$ cat src/rtl/tdd_pkg.sv
// Shared types and constants for the telemetry datagram deframer.
package tdd_pkg;

  localparam int unsigned V2MaxSize = 1024;

  localparam logic [3:0] TAG_DESC   = 4'd0;
  localparam logic [3:0] TAG_STRING = 4'd1;
  localparam logic [3:0] TAG_MODULE = 4'd2;
  localparam logic [3:0] TAG_LEVEL  = 4'd3;
  localparam logic [3:0] TAG_FUNC   = 4'd4;
  localparam logic [3:0] TAG_ELEM   = 4'd5;
  localparam logic [3:0] TAG_VALUE  = 4'd6;
  localparam logic [3:0] TAG_STATE  = 4'd7;
  localparam logic [3:0] TAG_SECS   = 4'd8;
  localparam logic [3:0] TAG_NANOS  = 4'd9;
  localparam logic [3:0] TAG_END    = 4'd10;

  localparam logic [3:0] ST_OK        = 4'd0;
  localparam logic [3:0] ST_VERSION   = 4'd1;
  localparam logic [3:0] ST_SHORT     = 4'd2;
  localparam logic [3:0] ST_TOO_LARGE = 4'd3;
  localparam logic [3:0] ST_TYPE      = 4'd4;
  localparam logic [3:0] ST_FLAGS     = 4'd5;
  localparam logic [3:0] ST_HDR_LEN   = 4'd6;
  localparam logic [3:0] ST_TOTAL_LEN = 4'd7;
  localparam logic [3:0] ST_TIMESTAMP = 4'd8;
  localparam logic [3:0] ST_FIELD_LEN = 4'd9;
  localparam logic [3:0] ST_STR_LONG  = 4'd10;

  localparam logic [1:0] FMT_NONE = 2'd0;
  localparam logic [1:0] FMT_ONE  = 2'd1;
  localparam logic [1:0] FMT_TWO  = 2'd2;

  localparam logic [7:0] REG_V1_CODE  = 8'd0;
  localparam logic [7:0] REG_V2_CODE  = 8'd1;
  localparam logic [7:0] REG_NUM_CODE = 8'd2;
  localparam logic [7:0] REG_STR_CODE = 8'd3;

  typedef struct packed {
    logic [7:0] v1_code;
    logic [7:0] v2_code;
    logic [7:0] num_code;
    logic [7:0] str_code;
  } cfg_t;

  // One queue entry: an optional streamed byte and an optional end of frame.
  typedef struct packed {
    logic             has_byte;
    logic             byte_is_str;
    logic [7:0]       data;
    logic             is_end;
    logic [1:0]       fmt;
    logic             is_num;
    logic             is_str;
    logic [16:0]      size;
    logic [15:0]      flags;
    logic [15:0]      total;
    logic [15:0]      hdr;
    logic [3:0][31:0] keys;
    logic [63:0]      secs;
    logic [31:0]      nanos;
    logic [15:0]      dlen;
    logic [15:0]      vlen;
    logic [31:0]      nval;
    logic [31:0]      nstate;
    logic [6:0]       ccount;
  } entry_t;

endpackage

$ cat src/rtl/telemetry_datagram_deframer.sv
// Top level of the telemetry datagram deframer.
//
//  channel  dir  handshake                  beat
//  input    in   push / full                data_byte_i, last_byte_i
//  result   out  empty / pop                tag_o, word_o, status_o, format_o,
//                                           is_string_o, last_o
//  config   in   cfg_valid_i / cfg_ready_o  cfg_index_i, cfg_data_i
//
// One byte accepted per cycle while full is low; a streamed byte passes through the queue and the output register.
// The closing byte expands into up to ten result beats, one per cycle unless the output stalls,
// issued by the back end from a two-entry queue; full rises once both entries are held.
// Reset restores the register defaults and clears all frame state.
// Either side may stall at any time; the output register decouples them.
module telemetry_datagram_deframer import tdd_pkg::*; (
  input  logic        clk_i,
  input  logic        rst_ni,
  input  logic        push,
  output logic        full,
  input  logic [7:0]  data_byte_i,
  input  logic        last_byte_i,
  output logic        empty,
  input  logic        pop,
  output logic [3:0]  tag_o,
  output logic [63:0] word_o,
  output logic [3:0]  status_o,
  output logic [1:0]  format_o,
  output logic        is_string_o,
  output logic        last_o,
  input  logic        cfg_valid_i,
  output logic        cfg_ready_o,
  input  logic [7:0]  cfg_index_i,
  input  logic [7:0]  cfg_data_i
);

  cfg_t   cfg_q;
  entry_t wr_entry, head;
  logic   wr, head_pop, q_empty, accept;

  assign cfg_ready_o = 1'b1;
  assign accept      = push && !full;

  always_ff @(posedge clk_i or negedge rst_ni) begin
    if (!rst_ni) begin
      cfg_q.v1_code  <= 8'd1;
      cfg_q.v2_code  <= 8'd2;
      cfg_q.num_code <= 8'd1;
      cfg_q.str_code <= 8'd2;
    end else if (cfg_valid_i) begin
      unique case (cfg_index_i)
        REG_V1_CODE:  cfg_q.v1_code  <= cfg_data_i;
        REG_V2_CODE:  cfg_q.v2_code  <= cfg_data_i;
        REG_NUM_CODE: cfg_q.num_code <= cfg_data_i;
        REG_STR_CODE: cfg_q.str_code <= cfg_data_i;
        default: ;
      endcase
    end
  end

  tdd_front u_front (
    .clk_i       (clk_i),
    .rst_ni      (rst_ni),
    .cfg_i       (cfg_q),
    .accept_i    (accept),
    .data_byte_i (data_byte_i),
    .last_byte_i (last_byte_i),
    .wr_o        (wr),
    .entry_o     (wr_entry)
  );

  tdd_queue u_queue (
    .clk_i     (clk_i),
    .rst_ni    (rst_ni),
    .wr_i      (wr),
    .wr_data_i (wr_entry),
    .rd_i      (head_pop),
    .rd_data_o (head),
    .full_o    (full),
    .empty_o   (q_empty)
  );

  tdd_back u_back (
    .clk_i        (clk_i),
    .rst_ni       (rst_ni),
    .head_i       (head),
    .head_valid_i (!q_empty),
    .head_pop_o   (head_pop),
    .pop_i        (pop),
    .empty_o      (empty),
    .tag_o        (tag_o),
    .word_o       (word_o),
    .status_o     (status_o),
    .format_o     (format_o),
    .is_string_o  (is_string_o),
    .last_o       (last_o)
  );

endmodule

$ cat src/rtl/tdd_front.sv
// Front end: byte capture, field extraction and entry generation.
module tdd_front import tdd_pkg::*; (
  input  logic       clk_i,
  input  logic       rst_ni,
  input  cfg_t       cfg_i,
  input  logic       accept_i,
  input  logic [7:0] data_byte_i,
  input  logic       last_byte_i,
  output logic       wr_o,
  output entry_t     entry_o
);

  logic [15:0]      cnt_q, cnt_d;
  logic             over_q, over_d;
  logic [7:0]       ver_q, ver_d, typ_q, typ_d;
  logic [15:0]      flags_q, flags_d, total_q, total_d, hdr_q, hdr_d;
  logic [3:0][31:0] keys_q, keys_d;
  logic [63:0]      secs_q, secs_d;
  logic [31:0]      nanos_q, nanos_d, nval_q, nval_d, nstate_q, nstate_d;
  logic [15:0]      dlen_q, dlen_d, vlen_q, vlen_d;
  logic             term_q, term_d;
  logic [6:0]       cc_q, cc_d;

  logic [1:0]  fmt_cur, fmt_end;
  logic        num_cur, str_cur, num_end, str_end;
  logic        emit, emit_str;
  logic [15:0] idx, idx_m2, idx_m8, off, off2;
  logic [1:0]  slot;
  logic [7:0]  b;

  always_comb begin
    fmt_cur = (ver_q == cfg_i.v1_code) ? FMT_ONE :
              (ver_q == cfg_i.v2_code) ? FMT_TWO : FMT_NONE;
    num_cur = (typ_q == cfg_i.num_code);
    str_cur = !num_cur && (typ_q == cfg_i.str_code);
    fmt_end = (ver_d == cfg_i.v1_code) ? FMT_ONE :
              (ver_d == cfg_i.v2_code) ? FMT_TWO : FMT_NONE;
    num_end = (typ_d == cfg_i.num_code);
    str_end = !num_end && (typ_d == cfg_i.str_code);
  end

  assign b      = data_byte_i;
  assign idx    = cnt_q;
  assign idx_m2 = idx - 16'd2;
  assign idx_m8 = idx - 16'd8;
  assign off    = idx - 16'd40;
  assign off2   = off - dlen_q;

  // format one key order: module, function, element, level
  always_comb begin
    unique case (idx_m2[3:2])
      2'd0:    slot = 2'd0;
      2'd1:    slot = 2'd2;
      2'd2:    slot = 2'd3;
      default: slot = 2'd1;
    endcase
  end

  always_comb begin
    cnt_d = cnt_q; over_d = over_q; ver_d = ver_q; typ_d = typ_q;
    flags_d = flags_q; total_d = total_q; hdr_d = hdr_q; keys_d = keys_q;
    secs_d = secs_q; nanos_d = nanos_q; nval_d = nval_q; nstate_d = nstate_q;
    dlen_d = dlen_q; vlen_d = vlen_q; term_d = term_q; cc_d = cc_q;
    emit = 1'b0; emit_str = 1'b0;
    if (!over_q) begin
      if (idx == 16'd0) begin
        ver_d = b;
      end else if (idx == 16'd1) begin
        typ_d = b;
      end else if (fmt_cur == FMT_ONE) begin
        if (idx < 16'd18) begin
          keys_d[slot] = {keys_q[slot][23:0], b};
        end else begin
          if (idx < 16'd22) nval_d = {nval_q[23:0], b};
          else if (idx < 16'd26) nstate_d = {nstate_q[23:0], b};
          if (!term_q) begin
            if (b == 8'd0) begin
              term_d = 1'b1;
            end else begin
              if (cc_q != 7'h7F) cc_d = cc_q + 7'd1;
              if (str_cur) begin
                emit = 1'b1; emit_str = 1'b1;
              end
            end
          end
        end
      end else if (fmt_cur == FMT_TWO) begin
        if (idx < 16'd4) flags_d = {flags_q[7:0], b};
        else if (idx < 16'd6) total_d = {total_q[7:0], b};
        else if (idx < 16'd8) hdr_d = {hdr_q[7:0], b};
        else if (idx < 16'd24) keys_d[idx_m8[3:2]] = {keys_q[idx_m8[3:2]][23:0], b};
        else if (idx < 16'd32) secs_d = {secs_q[55:0], b};
        else if (idx < 16'd36) nanos_d = {nanos_q[23:0], b};
        else if (idx < 16'd38) dlen_d = {dlen_q[7:0], b};
        else if (idx < 16'd40) vlen_d = {vlen_q[7:0], b};
        else if (off < dlen_q) emit = 1'b1;
        else if (off2 < vlen_q) begin
          if (num_cur) begin
            if (off2 < 16'd4) nval_d = {nval_q[23:0], b};
            else if (off2 < 16'd8) nstate_d = {nstate_q[23:0], b};
          end else if (str_cur) begin
            emit = 1'b1; emit_str = 1'b1;
          end
        end
      end
      if (cnt_q == 16'hFFFF) over_d = 1'b1;
      else cnt_d = cnt_q + 16'd1;
    end
  end

  always_comb begin
    wr_o                 = accept_i && (emit || last_byte_i);
    entry_o.has_byte     = emit;
    entry_o.byte_is_str  = emit_str;
    entry_o.data         = b;
    entry_o.is_end       = last_byte_i;
    entry_o.fmt          = fmt_end;
    entry_o.is_num       = num_end;
    entry_o.is_str       = str_end;
    entry_o.size         = over_d ? 17'h10000 : {1'b0, cnt_d};
    entry_o.flags        = flags_d;
    entry_o.total        = total_d;
    entry_o.hdr          = hdr_d;
    entry_o.keys         = keys_d;
    entry_o.secs         = secs_d;
    entry_o.nanos        = nanos_d;
    entry_o.dlen         = dlen_d;
    entry_o.vlen         = vlen_d;
    entry_o.nval         = nval_d;
    entry_o.nstate       = nstate_d;
    entry_o.ccount       = cc_d;
  end

  always_ff @(posedge clk_i or negedge rst_ni) begin
    if (!rst_ni) begin
      cnt_q <= '0; over_q <= 1'b0; ver_q <= '0; typ_q <= '0;
      flags_q <= '0; total_q <= '0; hdr_q <= '0; keys_q <= '0;
      secs_q <= '0; nanos_q <= '0; nval_q <= '0; nstate_q <= '0;
      dlen_q <= '0; vlen_q <= '0; term_q <= 1'b0; cc_q <= '0;
    end else if (accept_i) begin
      if (last_byte_i) begin
        cnt_q <= '0; over_q <= 1'b0; ver_q <= '0; typ_q <= '0;
        flags_q <= '0; total_q <= '0; hdr_q <= '0; keys_q <= '0;
        secs_q <= '0; nanos_q <= '0; nval_q <= '0; nstate_q <= '0;
        dlen_q <= '0; vlen_q <= '0; term_q <= 1'b0; cc_q <= '0;
      end else begin
        cnt_q <= cnt_d; over_q <= over_d; ver_q <= ver_d; typ_q <= typ_d;
        flags_q <= flags_d; total_q <= total_d; hdr_q <= hdr_d; keys_q <= keys_d;
        secs_q <= secs_d; nanos_q <= nanos_d; nval_q <= nval_d; nstate_q <= nstate_d;
        dlen_q <= dlen_d; vlen_q <= vlen_d; term_q <= term_d; cc_q <= cc_d;
      end
    end
  end

endmodule

$ cat src/rtl/tdd_queue.sv
// Two-entry queue between front and back end.
module tdd_queue import tdd_pkg::*; (
  input  logic   clk_i,
  input  logic   rst_ni,
  input  logic   wr_i,
  input  entry_t wr_data_i,
  input  logic   rd_i,
  output entry_t rd_data_o,
  output logic   full_o,
  output logic   empty_o
);

  entry_t     mem_q [2];
  logic       wp_q, rp_q;
  logic [1:0] cnt_q;

  assign full_o    = (cnt_q == 2'd2);
  assign empty_o   = (cnt_q == 2'd0);
  assign rd_data_o = mem_q[rp_q];

  always_ff @(posedge clk_i) begin
    if (wr_i) mem_q[wp_q] <= wr_data_i;
  end

  always_ff @(posedge clk_i or negedge rst_ni) begin
    if (!rst_ni) begin
      wp_q <= 1'b0; rp_q <= 1'b0; cnt_q <= '0;
    end else begin
      if (wr_i) wp_q <= !wp_q;
      if (rd_i) rp_q <= !rp_q;
      if (wr_i && !rd_i) cnt_q <= cnt_q + 2'd1;
      else if (rd_i && !wr_i) cnt_q <= cnt_q - 2'd1;
    end
  end

endmodule

$ cat src/rtl/tdd_back.sv
// Back end: end-of-frame checks and expansion into result beats.
module tdd_back import tdd_pkg::*; (
  input  logic        clk_i,
  input  logic        rst_ni,
  input  entry_t      head_i,
  input  logic        head_valid_i,
  output logic        head_pop_o,
  input  logic        pop_i,
  output logic        empty_o,
  output logic [3:0]  tag_o,
  output logic [63:0] word_o,
  output logic [3:0]  status_o,
  output logic [1:0]  format_o,
  output logic        is_string_o,
  output logic        last_o
);

  localparam logic signed [63:0] MinSecs  = -64'sd9223372037;
  localparam logic        [31:0] MinNanos = 32'd145224192;
  localparam logic signed [63:0] MaxSecs  = 64'sd9223372036;
  localparam logic        [31:0] MaxNanos = 32'd854775807;

  logic        active_q;
  logic [3:0]  seq_q;
  logic        oval_q;
  logic [3:0]  st;
  logic        ts_bad;
  logic [3:0]  cur, nxt;
  logic        done, adv;
  logic [63:0] word;
  logic signed [63:0] secs;

  assign secs = head_i.secs;

  always_comb begin
    ts_bad = (secs < MinSecs) || (secs == MinSecs && head_i.nanos < MinNanos) ||
             (secs > MaxSecs) || (secs == MaxSecs && head_i.nanos > MaxNanos);
    st = ST_OK;
    if (head_i.fmt == FMT_NONE) st = ST_VERSION;
    else if (head_i.fmt == FMT_ONE) begin
      if (head_i.size < 17'd18) st = ST_SHORT;
      else if (head_i.size > 17'd82) st = ST_TOO_LARGE;
      else if (!head_i.is_num && !head_i.is_str) st = ST_TYPE;
      else if (head_i.is_num) st = (head_i.size < 17'd26) ? ST_FIELD_LEN : ST_OK;
      else st = (head_i.ccount > 7'd63) ? ST_STR_LONG : ST_OK;
    end else begin
      if (head_i.size < 17'd40) st = ST_SHORT;
      else if (head_i.size > 17'(V2MaxSize)) st = ST_TOO_LARGE;
      else if (!head_i.is_num && !head_i.is_str) st = ST_TYPE;
      else if (head_i.flags != 16'd0) st = ST_FLAGS;
      else if (head_i.hdr != 16'd40) st = ST_HDR_LEN;
      else if (head_i.total > 16'(V2MaxSize)) st = ST_TOO_LARGE;
      else if (head_i.total < 16'd40 || {1'b0, head_i.total} != head_i.size)
        st = ST_TOTAL_LEN;
      else if (head_i.nanos >= 32'd1000000000) st = ST_TIMESTAMP;
      else if ({1'b0, head_i.dlen} + {1'b0, head_i.vlen} != head_i.size - 17'd40)
        st = ST_FIELD_LEN;
      else if (head_i.is_num && head_i.vlen != 16'd8) st = ST_FIELD_LEN;
      else if (ts_bad) st = ST_TIMESTAMP;
    end
  end

  always_comb begin
    if (active_q) cur = seq_q;
    else if (head_i.has_byte) cur = head_i.byte_is_str ? TAG_STRING : TAG_DESC;
    else cur = (st == ST_OK) ? TAG_MODULE : TAG_END;
    unique case (cur)
      TAG_DESC, TAG_STRING: nxt = (st == ST_OK) ? TAG_MODULE : TAG_END;
      TAG_MODULE, TAG_LEVEL, TAG_FUNC, TAG_VALUE, TAG_SECS: nxt = cur + 4'd1;
      TAG_ELEM:  nxt = head_i.is_num ? TAG_VALUE :
                       (head_i.fmt == FMT_TWO) ? TAG_SECS : TAG_END;
      TAG_STATE: nxt = (head_i.fmt == FMT_TWO) ? TAG_SECS : TAG_END;
      default:   nxt = TAG_END;
    endcase
    done = (cur == TAG_END) || ((cur == TAG_DESC || cur == TAG_STRING) && !head_i.is_end);
    unique case (cur)
      TAG_DESC, TAG_STRING: word = {56'd0, head_i.data};
      TAG_MODULE: word = {32'd0, head_i.keys[0]};
      TAG_LEVEL:  word = {32'd0, head_i.keys[1]};
      TAG_FUNC:   word = {32'd0, head_i.keys[2]};
      TAG_ELEM:   word = {32'd0, head_i.keys[3]};
      TAG_VALUE:  word = {32'd0, head_i.nval};
      TAG_STATE:  word = {32'd0, head_i.nstate};
      TAG_SECS:   word = head_i.secs;
      TAG_NANOS:  word = {32'd0, head_i.nanos};
      default:    word = 64'd0;
    endcase
  end

  assign adv        = head_valid_i && (!oval_q || pop_i);
  assign head_pop_o = adv && done;
  assign empty_o    = !oval_q;

  always_ff @(posedge clk_i or negedge rst_ni) begin
    if (!rst_ni) begin
      active_q <= 1'b0; seq_q <= TAG_DESC; oval_q <= 1'b0;
    end else begin
      if (adv) begin
        active_q <= !done;
        seq_q    <= nxt;
        oval_q   <= 1'b1;
      end else if (pop_i) begin
        oval_q <= 1'b0;
      end
    end
  end

  always_ff @(posedge clk_i) begin
    if (adv) begin
      tag_o       <= cur;
      word_o      <= word;
      status_o    <= (cur == TAG_END) ? st : ST_OK;
      format_o    <= head_i.fmt;
      is_string_o <= (head_i.fmt != FMT_NONE) && head_i.is_str;
      last_o      <= (cur == TAG_END);
    end
  end

endmodule
$ cat config.mk
export PLATFORM = sky130hd
export DESIGN_NAME = telemetry_datagram_deframer
export DESIGN_NICKNAME = d
export VERILOG_FILES = /design/src/rtl/tdd_pkg.sv /design/src/rtl/telemetry_datagram_deframer.sv /design/src/rtl/tdd_front.sv /design/src/rtl/tdd_queue.sv /design/src/rtl/tdd_back.sv
export SDC_FILE = /design/constraint.sdc
export NUM_CORES = 2
export LEC_CHECK = 0
export ABC_CLOCK_PERIOD_IN_PS = 70300
export BUFFER_PORTS_ARGS = -buffer_cell sky130_fd_sc_hd__clkbuf_2
export CAP_MARGIN = 20
export CORE_UTILIZATION = 60
export CTS_BUF_LIST = sky130_fd_sc_hd__clkbuf_8
export CTS_CLUSTER_SIZE = 12
export DETAILED_ROUTE_END_ITERATION = 8
export GPL_ROUTABILITY_DRIVEN = 0
export PLACE_DENSITY = 0.75
export SLEW_MARGIN = 15
export SYNTH_ARGS = -nofsm -noshare
export SYNTH_HDL_FRONTEND = slang
export SYNTH_HIERARCHICAL = 1
export SYNTH_SLANG_ARGS = --single-unit
$ cat constraint.sdc
create_clock -name clk_i -period 70.3 [get_ports clk_i]
set_input_delay 7.03 -clock clk_i [delete_from_list [all_inputs] [get_ports clk_i]]
set_output_delay 7.03 -clock clk_i [all_outputs]
set_load 0.05 [all_outputs]
==> impl_metrics.toml <==
[yosys]
synthesis.nets = 5213
ys.warnings.count = 6
netlist_area_um2 = 65800
syn_inst = 5111
avgSynthCellArea_um2 = 12.9

[clock_tree]
clk_latency_ps = 910
htreeDepth = 4
holdBufCountCts = 0
cts_setup_buffers = 0
tritoncts = "yes"
numCtsBuffers = 211
cts-resized-gates = 0
clock_sinks = 1329
ctsLongestPathBuffers = 3
path_clk_slew_ps = 70
cts-root-buf = "clkbuf_8"

[setup_path]
crit_path_end = "u_queue/mem_q[0][187]"
timing.rr.end = "u_queue/mem_q[0][187]"
r2r_slack_ps = 61380
slowest_stage = "buf_12"
r2r_start = "u_front/cnt_q[4]"
worstPathMaxFanout = 155
cp.arrival_ps = 11430
path_cells = "clkbuf_2, nor4_1, a21oi_1, nand3_1, o21ai_0, nand2b_1, a21oi_1, o21a_1, nor2b_4, buf_12, buf_12"
worstSetupPathType = "in -> reg"
crit_start = "data_byte_i[2]"
start_kind = "input pin"
worstRegToRegCells = 22
crit_path_max_incr_delay_ps = 720
crit_path_end_kind = "register"
cp.required_ps = 70810

[final_layout]
synthToLayoutAreaGrowth_pct = 8.57
fill_cells = 7885
nets = 5209
seqCellArea_um2 = 37700
multiInputGateArea_um2 = 25500
drive_gt1_share_pct = 18.1

[floorplan]
die_h_um = 333
initial_core_util_pct = 60.5
top_level_ports = 109
num_rows = 121
die_x_um = 333
core_area_um2 = 109000
dieArea_um2 = 111000

[power]
vdd_drop_max_mv = 0.0420
p_seq_share_pct = 37.2
internal-power_mw = 1.85
swShare_pct = 39.9
comb_power_share_pct = 40.7
power.leakage_nw = 27.0
power.switching_mw = 1.23
power.total_mw = 3.08
power.density_nw_per_um2 = 43.1
power_frac_clock_pct = 22.2

[placed_design]
hpwl_um = 111000
port_buffers = 107

[routing]
dr.pass1.iters = 8
wirelength_um = 178000
final_antenna_net_count = 0
wl_per_cell_um = 26.6
drcViolationCount = 0
routed_via_density = 6.78
drtIter0Drc = 5980
vias = 45457

[hold_path]
hold_path.class = "reg -> reg"

[global_route]
grt_max_degree = 168
grt_overflow = 0
grt_pass1_vias = 43974
grtUsageTotal_pct = 31.7
antenna_found_initial = 3
grt_pass1_wl_um = 269000

[sta]
tightest_slew_ps = 1160
finalSetupViolations = 0
slew_headroom_pct = 22.9
slew_violations = 0
fin_skew_ps = 48.7
whs_ps = 494
hold_viol_final = 0
period_share_pct = 15.5
tns_ps = 0
max_freq_ghz = 0.0916
rsz0062_at_grt = "no"
min_period_ps = 10910

[run]
drv_cap = 0

[status]
status = "completed"
[layout by cell type (no fill, tap or decap), drive strengths merged, types with 17 or more instances in the layout]
| cell type | instances |
|---|---|
| nor4 | 62 |
| a211oi | 25 |
| nor3 | 109 |
| mux2i | 92 |
| xor2 | 81 |
| ha | 70 |
| o2bb2ai | 104 |
| nand2 | 319 |
| nand4 | 32 |
| a22oi | 194 |
| nor2 | 169 |
| o211ai | 21 |
| dfrtp | 447 |
| edfxtp | 878 |
| a21o | 51 |
| buf | 90 |
| or3 | 65 |
| inv | 271 |
| a21oi | 98 |
| o31ai | 17 |
| clkbuf | 363 |
| o221ai | 95 |
| a222oi | 26 |
| and2 | 53 |
| xnor2 | 55 |
| clkinv | 54 |
| o21ai | 182 |
| mux4 | 48 |
| o22ai | 83 |
| a22o | 193 |
| nand3 | 48 |
| o22a | 96 |
| mux2 | 515 |
| or4 | 23 |
| a21boi | 26 |
[stage by stage]
stage | cell area (µm²) | setup WS (ps) | instances | util, %
floorplan | 65800 | 43320 | 5111 | -
global placement | 66900 | 58730 | 6304 | 61.5
detailed placement | 66900 | 58640 | 6304 | 61.5
CTS | 71400 | 59610 | 6704 | 65.6
global route | 71500 | 59310 | 6709 | 65.6
finish | 71500 | 59390 | 6709 | 65.6
[worst min path at each step]
stage / startpoint / end / slack [ps] / depth (start not counted)
2_1_floorplan: u_queue/wp_q / u_queue/wp_q / 460 / 1
3_3_place_gp: u_queue/cnt_q[1] / u_queue/cnt_q[1] / 470 / 1
3_5_place_dp: u_queue/cnt_q[1] / u_queue/cnt_q[1] / 490 / 1
4_1_cts: u_queue/cnt_q[1] / u_queue/cnt_q[1] / 490 / 1
5_1_grt: u_queue/cnt_q[1] / u_queue/cnt_q[1] / 500 / 1
6_report: u_queue/cnt_q[1] / u_queue/cnt_q[1] / 490 / 1
[critical path, delay by kind of cell]
family	cells	cell delay, ps
buffers and inverters	3	1920
AO/OA/AOI/OAI	4	970
AND/OR/NAND/NOR	4	1130
[power groups by stage]
stage | sequential (mW) | combinational (mW) | clock, mW
floorplan | 1.24 | 0.821 | 0
global placement | 1.15 | 1.20 | 0
detailed placement | 1.16 | 1.22 | 0
CTS | 1.14 | 1.22 | 0.689
global route | 1.16 | 1.32 | 0.726
finish | 1.14 | 1.25 | 0.682
[cell type report]
class                   instances  area share, %
diodes                          1        0.00350
clock buffers                 257           4.95
clock inverters               143           1.26
inverters                     195           1.04
multi-input cells            3174           35.7
flip-flops and latches       1329           52.7
well taps                    1414           2.48
repair buffers                196           1.90
[sequential cells by signal, summed over array words and instances (netlist names), 32 cells and up]
name	flops
u_front/nanos_q	32
u_back/word_o	64
u_front/keys_q	128
u_front/secs_q	64
u_front/nval_q	32
cfg_q	32
u_front/nstate_q	32
u_queue/mem_q	802
[routing by layer]
layer | part of all wire [%] | GRT usage (%) | routed length [µm] | vias to the layer above
met2 | 45 | 47.4 | 80800 | 2585
met3 | 10 | 7.97 | 18400 | 462
met4 | 3.8 | 12.9 | 6830 | 2
li1 | - | - | - | 19836
met5 | 0.0062 | 0 | 11 | -
met1 | 41 | 44.3 | 72200 | 22572
No activity file was read; power rests on OpenSTA's default activity.
